### config.mk
export PLATFORM = sky130hd
export DESIGN_NAME = archive_container_parser
export DESIGN_NICKNAME = d
export VERILOG_FILES = /design/src/design/acp_pkg.sv /design/src/design/acp_core.sv /design/src/design/archive_container_parser.sv
export VERILOG_INCLUDE_DIRS = /design/src /design/src/design
export SDC_FILE = /design/constraint.sdc
export NUM_CORES = 1
export LEC_CHECK = 0
export BUFFER_PORTS_ARGS = -buffer_cell sky130_fd_sc_hd__buf_2
export CAP_MARGIN = 20
export CORE_ASPECT_RATIO = 1.4
export CORE_MARGIN = 2
export CORE_UTILIZATION = 32
export CTS_CLUSTER_SIZE = 28
export DETAILED_ROUTE_END_ITERATION = 8
export GPL_TIMING_DRIVEN = 0
export HOLD_SLACK_MARGIN = 0.05
export PLACE_DENSITY = 0.52
export SYNTH_ARGS = -nofsm -noshare
export SYNTH_HDL_FRONTEND = slang
export SYNTH_HIERARCHICAL = 1
export SYNTH_SLANG_ARGS = --single-unit
### constraint.sdc
create_clock -name clk -period 13.02 [get_ports clk]
set_input_delay 1.953 -clock clk [delete_from_list [all_inputs] [get_ports clk]]
set_output_delay 1.953 -clock clk [all_outputs]
set_load 0.03 [all_outputs]
### src/design/assert_macros.svh
// ------------------------------------------------------------------------
// Assertion macros
// Clocked concurrent assertion helpers shared by the parser RTL.
// ------------------------------------------------------------------------
`ifndef ASSERT_MACROS_SVH
`define ASSERT_MACROS_SVH

// Check a property on every rising edge outside reset
`define ASSERT_CLK(lbl, prop, msg) \
	lbl: assert property (@(posedge clk) disable iff (!arst_n) (prop)) else $error(msg);

// Check a property on every rising edge, reset included
`define ASSERT_ALWAYS(lbl, prop, msg) \
	lbl: assert property (@(posedge clk) (prop)) else $error(msg);

`endif

### src/design/acp_pkg.sv
// ------------------------------------------------------------------------
// Archive container parser package
// Types, codes and header constants shared by the parser modules.
// ------------------------------------------------------------------------
`default_nettype none

package acp_pkg;

	// Header layout
	localparam int unsigned HdrBytes   = 28;
	localparam int unsigned VerStart   = 8;
	localparam int unsigned TextStart  = 12;
	localparam int unsigned PkgStart   = 20;
	localparam int unsigned IdxW       = 5;

	// Section codes
	localparam logic [1:0] PH_HEADER  = 2'd0;
	localparam logic [1:0] PH_TEXT    = 2'd1;
	localparam logic [1:0] PH_PACKAGE = 2'd2;
	localparam logic [1:0] PH_SURPLUS = 2'd3;

	// Status codes
	localparam logic [2:0] ST_OK      = 3'd0;
	localparam logic [2:0] ST_MAGIC   = 3'd1;
	localparam logic [2:0] ST_VERSION = 3'd2;
	localparam logic [2:0] ST_ZERO    = 3'd3;
	localparam logic [2:0] ST_TRUNC   = 3'd4;
	localparam logic [2:0] ST_TRAIL   = 3'd5;

	// Packed output data width: byte, status, two lengths, padded to bytes
	localparam int unsigned OutDataBits = 8 + 3 + 64 + 64;
	localparam int unsigned OutDataW    = ((OutDataBits + 7) / 8) * 8;

	typedef struct packed {
		logic [63:0] package_length;
		logic [63:0] text_length;
		logic [2:0]  status;
		logic        image_end;
		logic [1:0]  section;
		logic [7:0]  byte_out;
	} acp_result_t;

	// Expected magic byte "LRARCH1\0" at a header position
	function automatic logic [7:0] magic_byte(input logic [2:0] pos);
		logic [7:0] val;
		unique case (pos)
			3'd0: val = 8'h4C;
			3'd1: val = 8'h52;
			3'd2: val = 8'h41;
			3'd3: val = 8'h52;
			3'd4: val = 8'h43;
			3'd5: val = 8'h48;
			3'd6: val = 8'h31;
			default: val = 8'h00;
		endcase
		return val;
	endfunction

endpackage

`default_nettype wire

### src/design/acp_core.sv
// ------------------------------------------------------------------------
// Archive parser core
// Header checks, section counting and first-error tracking, one byte per
// accepted item.
// ------------------------------------------------------------------------
`default_nettype none

`include "assert_macros.svh"

module acp_core
	import acp_pkg::*;
(
	input  wire logic        clk,
	input  wire logic        arst_n,
	input  wire logic        in_fire,
	input  wire logic [7:0]  stream_byte,
	input  wire logic        final_byte,
	output acp_result_t      result
);

	logic [IdxW-1:0] hdr_idx_q, hdr_idx_d;
	logic [1:0]      phase_q, phase_d;
	logic [2:0]      err_q, err_d;
	logic [63:0]     text_len_q, text_len_d;
	logic [63:0]     pkg_len_q, pkg_len_d;
	logic [63:0]     remain_q, remain_d;
	logic [63:0]     remain_dec;
	logic [IdxW-1:0] text_pos, pkg_pos;

	assign remain_dec = remain_q - 64'd1;
	assign text_pos   = hdr_idx_q - IdxW'(TextStart);
	assign pkg_pos    = hdr_idx_q - IdxW'(PkgStart);

	// Work out next state and the result for the byte on the input
	always_comb begin
		hdr_idx_d  = hdr_idx_q;
		phase_d    = phase_q;
		err_d      = err_q;
		text_len_d = text_len_q;
		pkg_len_d  = pkg_len_q;
		remain_d   = remain_q;

		unique case (phase_q)
			PH_HEADER: begin
				if (hdr_idx_q < IdxW'(VerStart)) begin
					if (stream_byte != magic_byte(hdr_idx_q[2:0]) && err_d == ST_OK)
						err_d = ST_MAGIC;
				end else if (hdr_idx_q < IdxW'(TextStart)) begin
					if (stream_byte != ((hdr_idx_q == IdxW'(VerStart)) ? 8'd1 : 8'd0)
						&& err_d == ST_OK)
						err_d = ST_VERSION;
				end else if (hdr_idx_q < IdxW'(PkgStart)) begin
					for (int k = 0; k < 8; k++) begin
						if (text_pos[2:0] == 3'(k))
							text_len_d[k*8 +: 8] = text_len_q[k*8 +: 8] | stream_byte;
					end
				end else begin
					for (int k = 0; k < 8; k++) begin
						if (pkg_pos[2:0] == 3'(k))
							pkg_len_d[k*8 +: 8] = pkg_len_q[k*8 +: 8] | stream_byte;
					end
				end
				if (hdr_idx_q == IdxW'(HdrBytes - 1)) begin
					hdr_idx_d = '0;
					if ((text_len_d == 64'd0 || pkg_len_d == 64'd0) && err_d == ST_OK)
						err_d = ST_ZERO;
					if (text_len_d != 64'd0) begin
						phase_d  = PH_TEXT;
						remain_d = text_len_d;
					end else if (pkg_len_d != 64'd0) begin
						phase_d  = PH_PACKAGE;
						remain_d = pkg_len_d;
					end else begin
						phase_d = PH_SURPLUS;
					end
				end else begin
					hdr_idx_d = hdr_idx_q + IdxW'(1);
				end
			end
			PH_TEXT: begin
				remain_d = remain_dec;
				if (remain_dec == 64'd0) begin
					if (pkg_len_q != 64'd0) begin
						phase_d  = PH_PACKAGE;
						remain_d = pkg_len_q;
					end else begin
						phase_d = PH_SURPLUS;
					end
				end
			end
			PH_PACKAGE: begin
				remain_d = remain_dec;
				if (remain_dec == 64'd0)
					phase_d = PH_SURPLUS;
			end
			default: begin
				if (err_d == ST_OK)
					err_d = ST_TRAIL;
			end
		endcase

		result.byte_out  = stream_byte;
		result.section   = phase_q;
		result.image_end = final_byte;
		if (final_byte) begin
			if (phase_d != PH_SURPLUS && err_d == ST_OK)
				err_d = ST_TRUNC;
			result.status         = err_d;
			result.text_length    = text_len_d;
			result.package_length = pkg_len_d;
			// Return to the reset state for the next image
			hdr_idx_d  = '0;
			phase_d    = PH_HEADER;
			err_d      = ST_OK;
			text_len_d = '0;
			pkg_len_d  = '0;
			remain_d   = '0;
		end else begin
			result.status         = ST_OK;
			result.text_length    = '0;
			result.package_length = '0;
		end
	end

	// Advance state on each accepted item
	always_ff @(posedge clk or negedge arst_n) begin
		if (!arst_n) begin
			hdr_idx_q  <= '0;
			phase_q    <= PH_HEADER;
			err_q      <= ST_OK;
			text_len_q <= '0;
			pkg_len_q  <= '0;
			remain_q   <= '0;
		end else if (in_fire) begin
			hdr_idx_q  <= hdr_idx_d;
			phase_q    <= phase_d;
			err_q      <= err_d;
			text_len_q <= text_len_d;
			pkg_len_q  <= pkg_len_d;
			remain_q   <= remain_d;
		end
	end

	`ASSERT_CLK(a_hdr_idx_range, hdr_idx_q < IdxW'(HdrBytes), "header index out of range")
	`ASSERT_CLK(a_hdr_idx_idle, phase_q != PH_HEADER |-> hdr_idx_q == '0, "header index not cleared")
	`ASSERT_CLK(a_end_resets, in_fire && final_byte |=> phase_q == PH_HEADER && err_q == ST_OK, "no reset after image end")

endmodule

`default_nettype wire

### src/design/archive_container_parser.sv
// ------------------------------------------------------------------------
// Archive container parser
// Streams an archive image byte by byte, checks its header and labels each
// byte with the section it belongs to.
// ------------------------------------------------------------------------
// Usage:
//   s_tdata[7:0] carries one image byte, s_tlast marks the final byte.
//   Every accepted byte gives exactly one result on the m_ side: the byte,
//   its section on m_tuser, m_tlast on the final byte, and on that final
//   byte the status and both header lengths (zero on other bytes).
//   Each result is registered in the output or skid register. Throughput is one
//   byte per cycle while s_tready is high; the per-byte work is a byte compare
//   and a 64-bit decrement with zero test on the section counter.
//   The output register is backed by a one-entry skid register, so an item
//   is still taken in the cycle the receiver first stalls; s_tready drops
//   only while the skid register is full.
//   Reset clears the parser to the header phase with no error held and
//   empties both output registers. After the final byte of an image the
//   parser returns to that same state, ready for the next image.
// ------------------------------------------------------------------------
`default_nettype none

`include "assert_macros.svh"

module archive_container_parser
	import acp_pkg::*;
(
	input  wire logic                clk,
	input  wire logic                arst_n,
	input  wire logic                s_tvalid,
	output logic                     s_tready,
	input  wire logic [7:0]          s_tdata,   // [7:0] stream_byte
	input  wire logic                s_tlast,   // final_byte
	output logic                     m_tvalid,
	input  wire logic                m_tready,
	// [7:0] byte_out, [10:8] status, [74:11] text_length,
	// [138:75] package_length, [143:139] zero
	output logic [OutDataW-1:0]      m_tdata,
	output logic [1:0]               m_tuser,   // section
	output logic                     m_tlast    // image_end
);

	acp_result_t res;
	acp_result_t out_q, skid_q;
	logic        out_valid_q, skid_valid_q;
	logic        in_fire;

	assign s_tready = !skid_valid_q;
	assign in_fire  = s_tvalid && s_tready;

	acp_core u_core (
		.clk         (clk),
		.arst_n      (arst_n),
		.in_fire     (in_fire),
		.stream_byte (s_tdata),
		.final_byte  (s_tlast),
		.result      (res)
	);

	// Hold results in the output register, overflow into the skid register
	always_ff @(posedge clk or negedge arst_n) begin
		if (!arst_n) begin
			out_valid_q  <= 1'b0;
			skid_valid_q <= 1'b0;
		end else if (!out_valid_q || m_tready) begin
			if (skid_valid_q) begin
				out_valid_q  <= 1'b1;
				skid_valid_q <= 1'b0;
			end else begin
				out_valid_q <= in_fire;
			end
		end else if (in_fire) begin
			skid_valid_q <= 1'b1;
		end
	end

	// Payload moves with the valid flags
	always_ff @(posedge clk) begin
		if (!out_valid_q || m_tready) begin
			if (skid_valid_q)
				out_q <= skid_q;
			else if (in_fire)
				out_q <= res;
		end else if (in_fire) begin
			skid_q <= res;
		end
	end

	assign m_tvalid = out_valid_q;
	assign m_tuser  = out_q.section;
	assign m_tlast  = out_q.image_end;
	assign m_tdata  = {(OutDataW - OutDataBits)'(0), out_q.package_length,
		out_q.text_length, out_q.status, out_q.byte_out};

	`ASSERT_CLK(a_skid_needs_out, skid_valid_q |-> out_valid_q, "skid full with output empty")
	`ASSERT_CLK(a_skid_fill, out_valid_q && !m_tready && in_fire |=> skid_valid_q, "stalled item lost")

endmodule

`default_nettype wire
=== Yosys cells after proc, flatten, opt, wreduce, memory -nomap -nowiden ===
Index checks and enable logic that the tools add are counted.

* Add/subtract/negate cells: 4
* Order comparisons: 3
* Eq/ne operators: 29
* Mux-type cells: 67
* Bitwise operators: 17
* Reductions and logical operators: 32

{| class="wikitable"
|+ Operator list
! cell !! number
|-
| 2-to-1 mux 64 bit || 18
|-
| 2-to-1 mux 142 bit || 2
|-
| zero test 64 bit || 3
|-
| one-hot mux 64 bit (3 select lines) || 1
|-
| nonzero test 64 bit || 3
|-
| 2-to-1 mux 8 bit || 18
|-
| 2-to-1 mux 131 bit || 1
|-
| OR 8 bit || 16
|-
| subtractor 64 x 1 -> 64 bit, second input constant || 1
|-
| one-hot mux 7 bit (6 select lines) || 1
|-
| == test 3 bit, second input constant || 11
|-
| 2-to-1 mux 3 bit || 10
|-
| == test 3 x 2 -> 1 bit, second input constant || 6
|-
| zero test 3 bit || 6
|-
| != test 8 bit || 2
|-
| 2-to-1 mux 5 bit || 3
|-
| less-than comparator 5 x 4 -> 1 bit, second input constant || 2
|-
| 2-to-1 mux 2 bit || 5
|-
| == test 3 x 1 -> 1 bit, second input constant || 3
|-
| 2-to-1 mux 1 bit || 6
|-
| one-hot mux 2 bit (3 select lines) || 1
|-
| one-hot mux 3 bit (2 select lines) || 1
|-
| AND reduction 2 bit || 3
|-
| nonzero test 2 bit || 3
|-
| other kinds (18) || 26
|}

* Register bits after elaboration: 488
* Input port bits: 13
* Output and inout bits: 149
* Logic and storage cells: 172

=== Longest topological paths before layout ===
Gate-level depths: netlist of run 1.

* Word-level depth: 21
* Mapped depth: 19
* Depth with buffers taken out: 13

=== Modules after synthesis ===
Netlist of run 1, hierarchy kept.

{| class="wikitable"
|+ By module, submodules not included
! module !! times used !! cells each !! area each (µm²) !! seq. area each (µm²)
|-
| acp_core || 1 || 2065 || 15164.5 || 5054.8
|-
| archive_container_parser || 1 || 458 || 10465.0 || 8578.2
|}

=== Worst setup path after synthesis of run 1 ===
No wires, ideal clock.

* Kind: input to register
* Start: input port m_tready
* End: register skid_q[0] (netlist name) (enable)
* Library setup time: 846 ps
* Data arrival time: 12454 ps
* Required time: 12174 ps
* Slack: -280 ps
* Stages: 2
* Buffers on the path: 0
* Path through: nand2b_1 -> nor3b_1

* Cells in the longest elaborated chain, start to end: 3

{| class="wikitable"
|+ Ends and longest elaborated chain
! item !! RTL line !! source
|-
| start: declaration || archive_container_parser.sv:35 || <nowiki>input wire logic m_tready,</nowiki>
|-
| logical OR 1 bit || archive_container_parser.sv:79 || <nowiki>if (!out_valid_q || m_tready) begin</nowiki>
|-
| NOT 1 bit (no line) || - ||
|-
| AND reduction 2 bit (no line) || - ||
|-
| end signal: assignment || archive_container_parser.sv:85 || <nowiki>skid_q <= res;</nowiki>
|-
| end: declaration || archive_container_parser.sv:44 || <nowiki>acp_result_t out_q, skid_q;</nowiki>
|}

No other way between the ends.
A chain may end at the register's enable or synchronous reset.

=== Worst setup path after layout of run 1 ===
* Start: register u_core.hdr_idx_q[2]
* End: register u_core.remain_q[10]

* Cells in the longest elaborated chain, start to end: 12
* Elaborated cells on any way between the ends: 56
* Classes of those cells: add/sub (2); order compare (3); eq/ne (17); mux (29); reduce/logical (5)

{| class="wikitable"
|+ Ends and longest elaborated chain
! item !! RTL line !! source
|-
| start: declaration || acp_core.sv:21 || <nowiki>logic [IdxW-1:0] hdr_idx_q, hdr_idx_d;</nowiki>
|-
| start signal: assignment || acp_core.sv:135 || <nowiki>hdr_idx_q <= hdr_idx_d;</nowiki>
|-
| subtractor 3 bit || acp_core.sv:31, acp_core.sv:32 ||
|-
| == test 3 x 1 -> 1 bit (tied with other cells) || acp_core.sv:54, acp_core.sv:59 ||
|-
| 2-to-1 mux 8 bit (on tied branches) || acp_core.sv:54, acp_core.sv:59 ||
|-
| 2-to-1 mux 64 bit || acp_core.sv:52 || <nowiki>end else if (hdr_idx_q < IdxW'(PkgStart)) begin</nowiki>
|-
| 2-to-1 mux 64 bit || acp_core.sv:48 || <nowiki>end else if (hdr_idx_q < IdxW'(TextStart)) begin</nowiki>
|-
| 2-to-1 mux 64 bit || acp_core.sv:45 || <nowiki>if (hdr_idx_q < IdxW'(VerStart)) begin</nowiki>
|-
| 2-to-1 mux 64 bit || acp_core.sv:43 || <nowiki>unique case (phase_q)</nowiki>
|-
| nonzero test 64 bit / 2-to-1 mux 64 bit (equally long branches) || acp_core.sv:67, acp_core.sv:70 ||
|-
| 2-to-1 mux 64 bit || acp_core.sv:67 || <nowiki>if (text_len_d != 64'd0) begin</nowiki>
|-
| 2-to-1 mux 64 bit || acp_core.sv:63 || <nowiki>if (hdr_idx_q == IdxW'(HdrBytes - 1)) begin</nowiki>
|-
| one-hot mux 64 bit (3 select lines) || acp_core.sv:43 ||
|-
| 2-to-1 mux 64 bit || acp_core.sv:105 || <nowiki>if (final_byte) begin</nowiki>
|-
| end signal: assignment || acp_core.sv:140 || <nowiki>remain_q <= remain_d;</nowiki>
|-
| end: declaration || acp_core.sv:26 || <nowiki>logic [63:0] remain_q, remain_d;</nowiki>
|}

Parallel ways exist; a longest one is shown, timed or not. The select of a mux whose other input is x is not followed.

==> impl_metrics.ini, run 1 <==
[pwr]
power_leakage_nw = 12.0
cellPowerDensity_nw_per_um2 = 122
irDropWorstVdd_mv = 0.0990

[yosys]
ys_types = 81
syn_avg_cell_area_um2 = 10.2
synth_seq_cells = 488
muxShareOfSynthArea_pct = 6.32
async_reset_ff_share_pct = 41.8
synth_xor_area_share_pct = 1.61
synth_area_leaders = edfxtp_1 33%, dfrtp_1 20%, mux2_2 6.2%
synthAdderAreaFrac_pct = 0.586
synth_edf_count = 284
syn_area_um2 = 25600
synth_simple_gate_area_share_pct = 16.9
synth-compound-area-share_pct = 16.7
synth_top_area_share_pct = 33.3
yosysSeqAreaShare_pct = 53.2
synth_area_leader_cell = edfxtp_1
synth_top_family_by_area = simple AND/OR/NAND/NOR gates
synth_common_cells = 345 x nor2_1, 284 x edfxtp_1, 225 x a21oi_1
synth_cells = 2523
ys_warn_count = 6
synthFlopType = edfxtp_1
yosysMostFrequentCell = nor2_1

[floorplanning]
num_rows = 122
coreArea_um2 = 79200
io_pins = 162
fp.dieH_um = 339
die_w_um = 243
die-area_um2 = 82400
initial_core_util_pct = 32.4

[critical_path]
path_max_fanout = 10
worstSetupPathType = reg -> reg
required_ps = 13510
crit_path_end_kind = flop
r2r_start = u_core/hdr_idx_q[2]$_DFFE_PN0P_
cp-start-kind = flop
worst_ep_arrival_time_ps = 7790
crit_path_start = u_core/hdr_idx_q[2]$_DFFE_PN0P_
reg2reg_depth = 16
reg2reg_slack_ps = 5720
r2r_end = u_core/remain_q[10]$_DFFE_PN0P_

[finish]
drive_gt1_share_pct = 17.0
fin_nets = 2782
final_cells = 3856
synthToLayoutAreaGrowth_pct = 16.4

[global_route]
grt_pass1_vias = 23086
antenna_found_initial = 3
grt_pass1_wl_um = 186000
grt_overflow = 0
grt_max_degree = 104
track_usage_pct = 32.1

[clock_network]
ctsHoldBuffers = 0
cts_buffer_depth = 3
cts_setup_buffers = 0
clk_root_buffer_cell = clkbuf_16
clk_pin_slew_ps = 70
cts_tree = done
clock-sinks = 488
htree_num_levels = 2
insertion_delay_ps = 640
post_cts_resized = 0
cts_made_buffers = 51

[worst_hold_path]
hp-class = reg -> reg
worstHoldPathCells = 1
hold_end = m_tdata[129]$_DFFE_PP_
hp-start = skid_q[132]$_DFFE_PP_

[timing]
tns_ps = 0
hold_viol = 0
final.min_clock_period_ps = 7300
maxSlewViolCount = 0
worst_slew_pin_slew_ps = 1250
setup_violations = 0
fmax_ghz = 0.137
period_share_pct = 56.1
slew_headroom_pct = 14.3
fin_skew_ps = 45.8
rsz0062_at_grt = no

[routing]
routedWlPerCell_um = 34.9
drc = 0
drt_iter0_markers = 2674
detail_route.vias_per_cell = 6.10
vias = 23529
ant_nets = 0
postRouteWirelength_um = 134000
first_pass_iters = 7

[place]
dpl.cell_count = 3752
finalWeightedCongestion = 1.00
port_buffers = 153
dp.final_hpwl_um = 105000

[run]
cap_violations = 0

[run_status]
status = finished clean
==> metal layers <==
metal	GRT usage [%]	vias to the layer above	part of all wire, %
met3	6.26	415	7.3
met5	0	-	0.020
met1	38.0	11773	38
li1	-	9922	-
met4	23.6	4	8.7
met2	51.7	1415	46
==> area by class of cell <==
cell class                      instances  area [um2]
Fill cell                            7904       49400
Sequential cell                       488       13600
Multi-Input combinational cell       1780       10800
Clock buffer                           63        1340
Tap cell                             1054        1320
Timing Repair Buffer                  177        1140
Buffer                                234        1100
Clock inverter                         32         350
Inverter                               25        93.8
Antenna cell                            3        7.51
==> per-stage QoR <==
stage	area [um2]	setup slack, ps	hold slack [ps]	utilization [%]	power (W)
finish	29800	5720	547	37.6	0.00365
global placement	27700	1770	518	35.0	0.00217
floorplan	25600	4000	466	-	0.00200
detailed placement	28100	5940	522	35.4	0.00217
CTS	29700	6110	543	37.5	0.00367
global route	29800	5720	558	37.6	0.00376
==> state kept, by name, indices dropped and copies added (netlist names) <==
register,flops
m_tdata,139
m_tlast,1
m_tuser,2
m_tvalid,1
skid_q,142
skid_valid_q,1
u_core/err_q,3
u_core/hdr_idx_q,5
u_core/phase_q,2
u_core/pkg_len_q,64
u_core/remain_q,64
u_core/text_len_q,64
==> cell usage in the layout, fill, tap and decap left out, types with 10 or more instances in the layout <==
cell type	netlist	layout
nor2_1	345	345
mux2_2	142	142
clkbuf_1	170	181
a311oi_1	12	12
o31ai_1	24	24
a2111oi_0	13	12
nand4_1	42	42
clkbuf_16	0	52
buf_1	19	19
a21o_1	10	10
edfxtp_1	284	284
xor2_1	16	16
xnor2_1	31	31
dfrtp_1	204	204
buf_2	13	167
inv_1	24	24
o21a_1	23	23
a31oi_1	107	107
o211ai_1	15	15
nor4_1	59	59
clkbuf_8	10	10
or4_1	26	26
o22ai_1	12	12
and3_1	25	25
or3_1	17	17
a211oi_1	23	23
nand3_1	42	42
o21ai_0	155	155
nand2_1	154	154
a21oi_1	225	225
nor3_1	75	75
buf_4	16	20
ha_1	12	12
buf_8	0	10
==> report_power, final <==
group | internal (W) | total, W | switching [W]
clock network | 0.000843 | 0.00150 | 0.000662
registers | 0.00170 | 0.00172 | 0.0000162
logic | 0.000111 | 0.000425 | 0.000314
==> critical path: stages, from the launching register on <==
cell and delay (ps):
dfrtp_1 420, buf_2 250, clkbuf_1 380, clkbuf_1 430, clkbuf_1 490, inv_1 250
ha_1 260, clkbuf_1 250, a31o_2 370, or4_1 540, or4_1 680, or2_1 300
clkbuf_1 350, clkbuf_1 550, o21ai_0 790, a21boi_0 380, o32ai_1 460
==> cell families after synthesis <==
| family | Yosys count |
|---|---|
| other cells | 1 |
| xor+xnor | 47 |
| flops | 488 |
| mux | 144 |
| buf+inv | 259 |
| compound gates | 698 |
| simple gates | 874 |
| fa+ha+maj | 12 |
==> worst max path at each step <==
stage | end | slack [ps] | depth (start not counted)
finish | u_core/remain_q[10]$_DFFE_PN0P_ | 5720 | 16
global route | u_core/remain_q[10]$_DFFE_PN0P_ | 5720 | 16
CTS | u_core/remain_q[10]$_DFFE_PN0P_ | 6110 | 16
detailed placement | u_core/remain_q[10]$_DFFE_PN0P_ | 5940 | 12
global placement | m_tdata[79]$_DFFE_PP_ | 1770 | 3
floorplan | m_tdata[0]$_DFFE_PP_ | 4000 | 2
Note: power is estimated with default switching activity, not from simulation.
==> run 2, diff against run 1 <==
- clock period: 13.02 -> 7.1 ns (I/O delays scaled with it)
==> run 2 against run 1 <==
Power up 85%. Clock-buffer cell count fell by 2. Core utilization rose by 0.062 points. Worst hold slack got worse by 82 ps. Highest routed layer is now met4. Via count up 0.50%. Final cell count barely moved. Worst setup slack got worse by 5600 ps.
==> impl_metrics.ini, run 2 (synthesis gave the netlist of run 1 again) <==
[floorplanning]
io_pins = 162
initial_core_util_pct = 32.4
die-area_um2 = 82400
coreArea_um2 = 79200
fp.dieH_um = 339
die_w_um = 243
num_rows = 122

[timing]
period_share_pct = 98.5
hold_viol = 0
tns_ps = 0
worst_slew_pin_slew_ps = 1240
setup_violations = 0
fin_skew_ps = 36.8
slew_headroom_pct = 17.6
maxSlewViolCount = 0
rsz0062_at_grt = no
fmax_ghz = 0.143
final.min_clock_period_ps = 6990

[clock_network]
htree_num_levels = 2
ctsHoldBuffers = 0
post_cts_resized = 0
clock-sinks = 488
cts_setup_buffers = 0
cts_tree = done
insertion_delay_ps = 640
clk_root_buffer_cell = clkbuf_16
clk_pin_slew_ps = 80
cts_buffer_depth = 3
cts_made_buffers = 51

[run_status]
status = finished clean

[critical_path]
required_ps = 7600
cp-start-kind = flop
reg2reg_slack_ps = 110
slowest_delay_ps = 600
path_delay_family = buffers and inverters
worstPathCellList = buf_2, clkbuf_1, clkbuf_1, clkbuf_1, inv_1, ha_1, clkbuf_1, a31o_2, or4_1, or4_1, or2_1, clkbuf_1, clkbuf_1, o21ai_1, a21boi_0, o32ai_1
r2r_start = u_core/hdr_idx_q[2]$_DFFE_PN0P_
crit_path_end_kind = flop
r2r_end = u_core/remain_q[10]$_DFFE_PN0P_
reg2reg_depth = 16
worst_ep_arrival_time_ps = 7490
cp_num_buf_inv = 8
critPathMostFrequentCell = clkbuf_1
cpMaxStageDelayCell = or4_1
worstSetupPathType = reg -> reg
path_max_fanout = 10

[global_route]
grt_max_degree = 106
track_usage_pct = 32.2
grt_pass1_vias = 23352
grt_overflow = 0
antenna_found_initial = 3
grt_pass1_wl_um = 186000

[place]
dpl.cell_count = 3758
dp.final_hpwl_um = 106000
port_buffers = 153
finalWeightedCongestion = 1.01
dpl-instance-area_um2 = 28100

[finish]
synthToLayoutAreaGrowth_pct = 16.6
largest_reg_flops = 142
most-common-layout-cells = 344 x nor2_1, 284 x edfxtp_1, 225 x a21oi_1
top_register = skid_q
antenna_cells = 0
drive_gt1_share_pct = 17.1
fin_area_um2 = 29900
final_cells = 3855
fin_nets = 2784
final_common_cell = nor2_1

[routing]
detail_route.vias_per_cell = 6.13
ant_nets = 0
drt_iter0_markers = 2703
postRouteWirelength_um = 136000
first_pass_iters = 6
vias = 23647
routedWlPerCell_um = 35.2
drc = 0

[pwr]
power_w = 0.00674
irDropWorstVdd_mv = 0.163
power_leakage_nw = 12.1
cellPowerDensity_nw_per_um2 = 226

[run]
cap_violations = 0

[worst_hold_path]
hp-class = in -> async
[run 2: cell types whose count changed in the layout (fill, tap and decap cells not counted), sizes merged]
cell / before / now
diode: 3 / 0
clkbuf: 243 / 241
clkinvlp: 8 / 3
buf: 231 / 233
inv: 29 / 30
clkinv: 15 / 21
[run 2: worst reg2reg max path, stage by stage, from the launching register on]
cell	delay (ps)
dfrtp_1	440
buf_2	250
clkbuf_1	410
clkbuf_1	500
clkbuf_1	490
inv_1	240
ha_1	260
clkbuf_1	260
a31o_2	380
or4_1	530
or4_1	600
or2_1	280
clkbuf_1	350
clkbuf_1	530
o21ai_1	500
a21boi_0	370
o32ai_1	480
[run 2: layout make-up]
cell class | count | area [um2]
repair buffers | 179 | 1160
clock inverters | 34 | 354
multi-input cells | 1780 | 10900
well taps | 1054 | 1320
inverters | 25 | 93.8
clock buffers | 61 | 1370
plain buffers | 234 | 1100
fillers | 7988 | 49300
flip-flops and latches | 488 | 13600
[run 2: how the worst max path moves through the flow]
stage / start / end / slack [ps] / depth (start not counted)
after detailed placement: u_core/hdr_idx_q[2]$_DFFE_PN0P_ / u_core/remain_q[10]$_DFFE_PN0P_ / 230 / 16
after global placement: u_core/hdr_idx_q[2]$_DFFE_PN0P_ / u_core/remain_q[1]$_DFFE_PN0P_ / -140 / 18
after global routing: u_core/hdr_idx_q[2]$_DFFE_PN0P_ / u_core/remain_q[46]$_DFFE_PN0P_ / 60 / 19
after floorplan: m_tready / m_tdata[0]$_DFFE_PP_ / 1650 / 2
final: u_core/hdr_idx_q[2]$_DFFE_PN0P_ / u_core/remain_q[10]$_DFFE_PN0P_ / 110 / 16
after CTS: u_core/hdr_idx_q[2]$_DFFE_PN0P_ / u_core/remain_q[10]$_DFFE_PN0P_ / 180 / 16
[run 2: through the flow]
step	setup slack (ps)	util, %	hold slack, ps
2_1_floorplan	1650	-	466
3_3_place_gp	-138	35.0	523
3_5_place_dp	227	35.5	532
4_1_cts	183	37.7	528
5_1_grt	60.0	37.7	557
6_report	110	37.7	465
[run 2: power breakdown]
| part | total, W | switching, W | leakage, nW | internal, W |
|---|---|---|---|---|
| combinational | 0.000781 | 0.000576 | 5.63 | 0.000205 |
| sequential | 0.00315 | 0.0000294 | 5.61 | 0.00312 |
| clock | 0.00281 | 0.00124 | 0.836 | 0.00157 |
| total | 0.00674 | 0.00184 | 12.1 | 0.00489 |
[run 2: layer usage]
layer	up-vias	global-route usage, %	share of wire, %
li1	9928	-	-
met5	-	0	0
met3	408	5.89	7.1
met4	0	23.7	8.7
met1	11912	38.4	38
met2	1399	51.9	46
==> run 3, diff against run 2 <==
- BUFFER_PORTS_ARGS: -buffer_cell sky130_fd_sc_hd__buf_2 -> default
- CORE_MARGIN: 2 -> 1
- DONT_BUFFER_PORTS: default -> 1
- PLACE_DENSITY: 0.52 -> 0.51
==> run 3 against run 2 <==
Core utilization down 1.2 points. Critical path depth up 3. Final area down 3.3%. Sequential share of layout area increased by 1.6 points. Register-to-register slack improved by 20 ps. Wire length fell by 2.4%. Clock-buffer cell count is 4 higher. Via count decreased by 2.5%. Clock power is 4% lower. Critical path type unchanged.
==> impl_metrics.ini, run 3 (synthesis gave the netlist of run 1 again) <==
[routing]
routedWlPerCell_um = 35.8
detail_route.vias_per_cell = 6.24
postRouteWirelength_um = 132000
drt_iter0_markers = 2868
vias = 23050
ant_nets = 0
first_pass_iters = 6
drc = 0

[clock_network]
clk_root_buffer_cell = clkbuf_16
cts_setup_buffers = 0
cts_tree = done
htree_num_levels = 2
insertion_delay_ps = 620
clock-sinks = 488
cts_made_buffers = 49
clk_pin_slew_ps = 60
cts_buffer_depth = 3

[global_route]
grt_pass1_wl_um = 182000
grt_max_degree = 205
grt_pass1_vias = 22371
track_usage_pct = 32.4
grt_overflow = 0
antenna_found_initial = 1

[pwr]
p_switching_w = 0.00173
irDropWorstVdd_mv = 0.186
power_leakage_nw = 11.3
cellPowerDensity_nw_per_um2 = 226
seqPwrFrac_pct = 50.4
power_frac_clock_pct = 41.2
p_int_w = 0.00479
netSwitchingFraction_pct = 26.6
p_comb_share_pct = 8.4

[finish]
fin_nets = 2623
antenna_cells = 0
synthToLayoutAreaGrowth_pct = 12.7
largest_reg_flops = 142
final_cells = 3692
fin_util_pct = 36.5
fillers = 7954
multiInputGateArea_um2 = 10800
layout.area.seq_um2 = 13600
drive_gt1_share_pct = 12.1
top_register = skid_q
most-common-layout-cells = 345 x nor2_1, 284 x edfxtp_1, 225 x a21oi_1
final_common_cell = nor2_1

[critical_path]
worstSetupPathType = reg -> reg
crit_path_end_kind = flop
worst_ep_arrival_time_ps = 7440
cpMaxStageDelayCell = clkbuf_1
critPathMostFrequentCell = clkbuf_1
required_ps = 7580
cp-start-kind = flop
path_max_fanout = 10
slowest_delay_ps = 720
worstPathCellList = buf_2, clkbuf_1, clkbuf_1, clkbuf_2, inv_1, ha_1, clkbuf_1, clkbuf_1, o21ai_0, a21oi_1, a2111o_1, clkbuf_1, nor3_1, o32ai_1, buf_2, clkbuf_1, o21ai_0, a21o_1, a221oi_1

[timing]
hold_viol = 0
setup_violations = 0
final.min_clock_period_ps = 6970
whs_ps = 152
period_share_pct = 98.2
fin_skew_ps = 30.4
fmax_ghz = 0.144
final.setup.worst_slack_ps = 131
maxSlewViolCount = 0
worst_slew_pin_slew_ps = 1350
rsz0062_at_grt = no
slew_headroom_pct = 9.07
tns_ps = 0

[floorplanning]
die_w_um = 241
io_pins = 162
coreArea_um2 = 79200
die-area_um2 = 81200
fp.dieH_um = 337
num_rows = 122
initial_core_util_pct = 32.4

[place]
dp.final_hpwl_um = 102000
port_buffers = 0
dpl.cell_count = 3598
finalWeightedCongestion = 1.04
dp_slack_ps = 245

[run_status]
status = finished clean

[worst_hold_path]
hp-class = in -> async

[run]
cap_violations = 0
run 3: power groups by stage:
stage / clock, W / sequential [W] / combinational, W
floorplan: 0 / 0.00335 / 0.000319
global placement: 0 / 0.00337 / 0.000509
detailed placement: 0 / 0.00335 / 0.000529
CTS: 0.00274 / 0.00329 / 0.000531
global route: 0.00284 / 0.00330 / 0.000568
finish: 0.00269 / 0.00329 / 0.000547
run 3: critical path: cells and delay by family (launching register included):
| kind | cells | cell delay, ps |
|---|---|---|
| compound gates | 7 | 2010 |
| flops | 1 | 430 |
| simple gates | 1 | 140 |
| fa+ha+maj | 1 | 180 |
| buf+inv | 10 | 4060 |
run 3: what timing repair did:
action / CTS / global route
gates resized for setup: 0 / 4
setup endpoints to repair: 0 / 11
hold buffers: 0 / 0
run 3: worst paths after layout:
check | startpoint | endpoint | slack (ps) | cells after the start
max | u_core/hdr_idx_q[2]$_DFFE_PN0P_ | u_core/remain_q[7]$_DFFE_PN0P_ | 130 | 19
min | arst_n | u_core/remain_q[2]$_DFFE_PN0P_ | 150 | 0
max reg2reg | u_core/hdr_idx_q[2]$_DFFE_PN0P_ | u_core/remain_q[7]$_DFFE_PN0P_ | 130 | 19
min reg2reg | u_core/text_len_q[17]$_DFFE_PN0P_ | u_core/text_len_q[17]$_DFFE_PN0P_ | 540 | 2
max in group asynchronous | arst_n | u_core/err_q[2]$_DFFE_PN0P_ | 6540 | 0
min in group clk | u_core/text_len_q[17]$_DFFE_PN0P_ | u_core/text_len_q[17]$_DFFE_PN0P_ | 540 | 2
run 3: area by class of cell:
| cell class | count | area share (%) |
|---|---|---|
| multi-input combinational | 1780 | 37.5 |
| tap | 1054 | 4.56 |
| sequential | 488 | 47.2 |
| clock buffer | 65 | 4.74 |
| buffer | 234 | 3.81 |
| inverter | 25 | 0.325 |
| clock inverter | 26 | 0.944 |
| timing repair buffer | 20 | 0.888 |
run 3: layer usage:
layer  GRT usage (%)  up-vias  part of all wire [%]
met4            24.1        2                   9.1
met5               0        -                 0.011
met3            6.08      417                   7.3
met1            38.7    11595                    38
met2            51.7     1423                    46
li1                -     9613                     -
run 3: per-stage QoR:
stage | instance area, um2 | total power [W]
2_1_floorplan | 25700 | 0.00366
3_3_place_gp | 27000 | 0.00388
3_5_place_dp | 27200 | 0.00388
4_1_cts | 28900 | 0.00656
5_1_grt | 28900 | 0.00671
6_report | 28900 | 0.00653
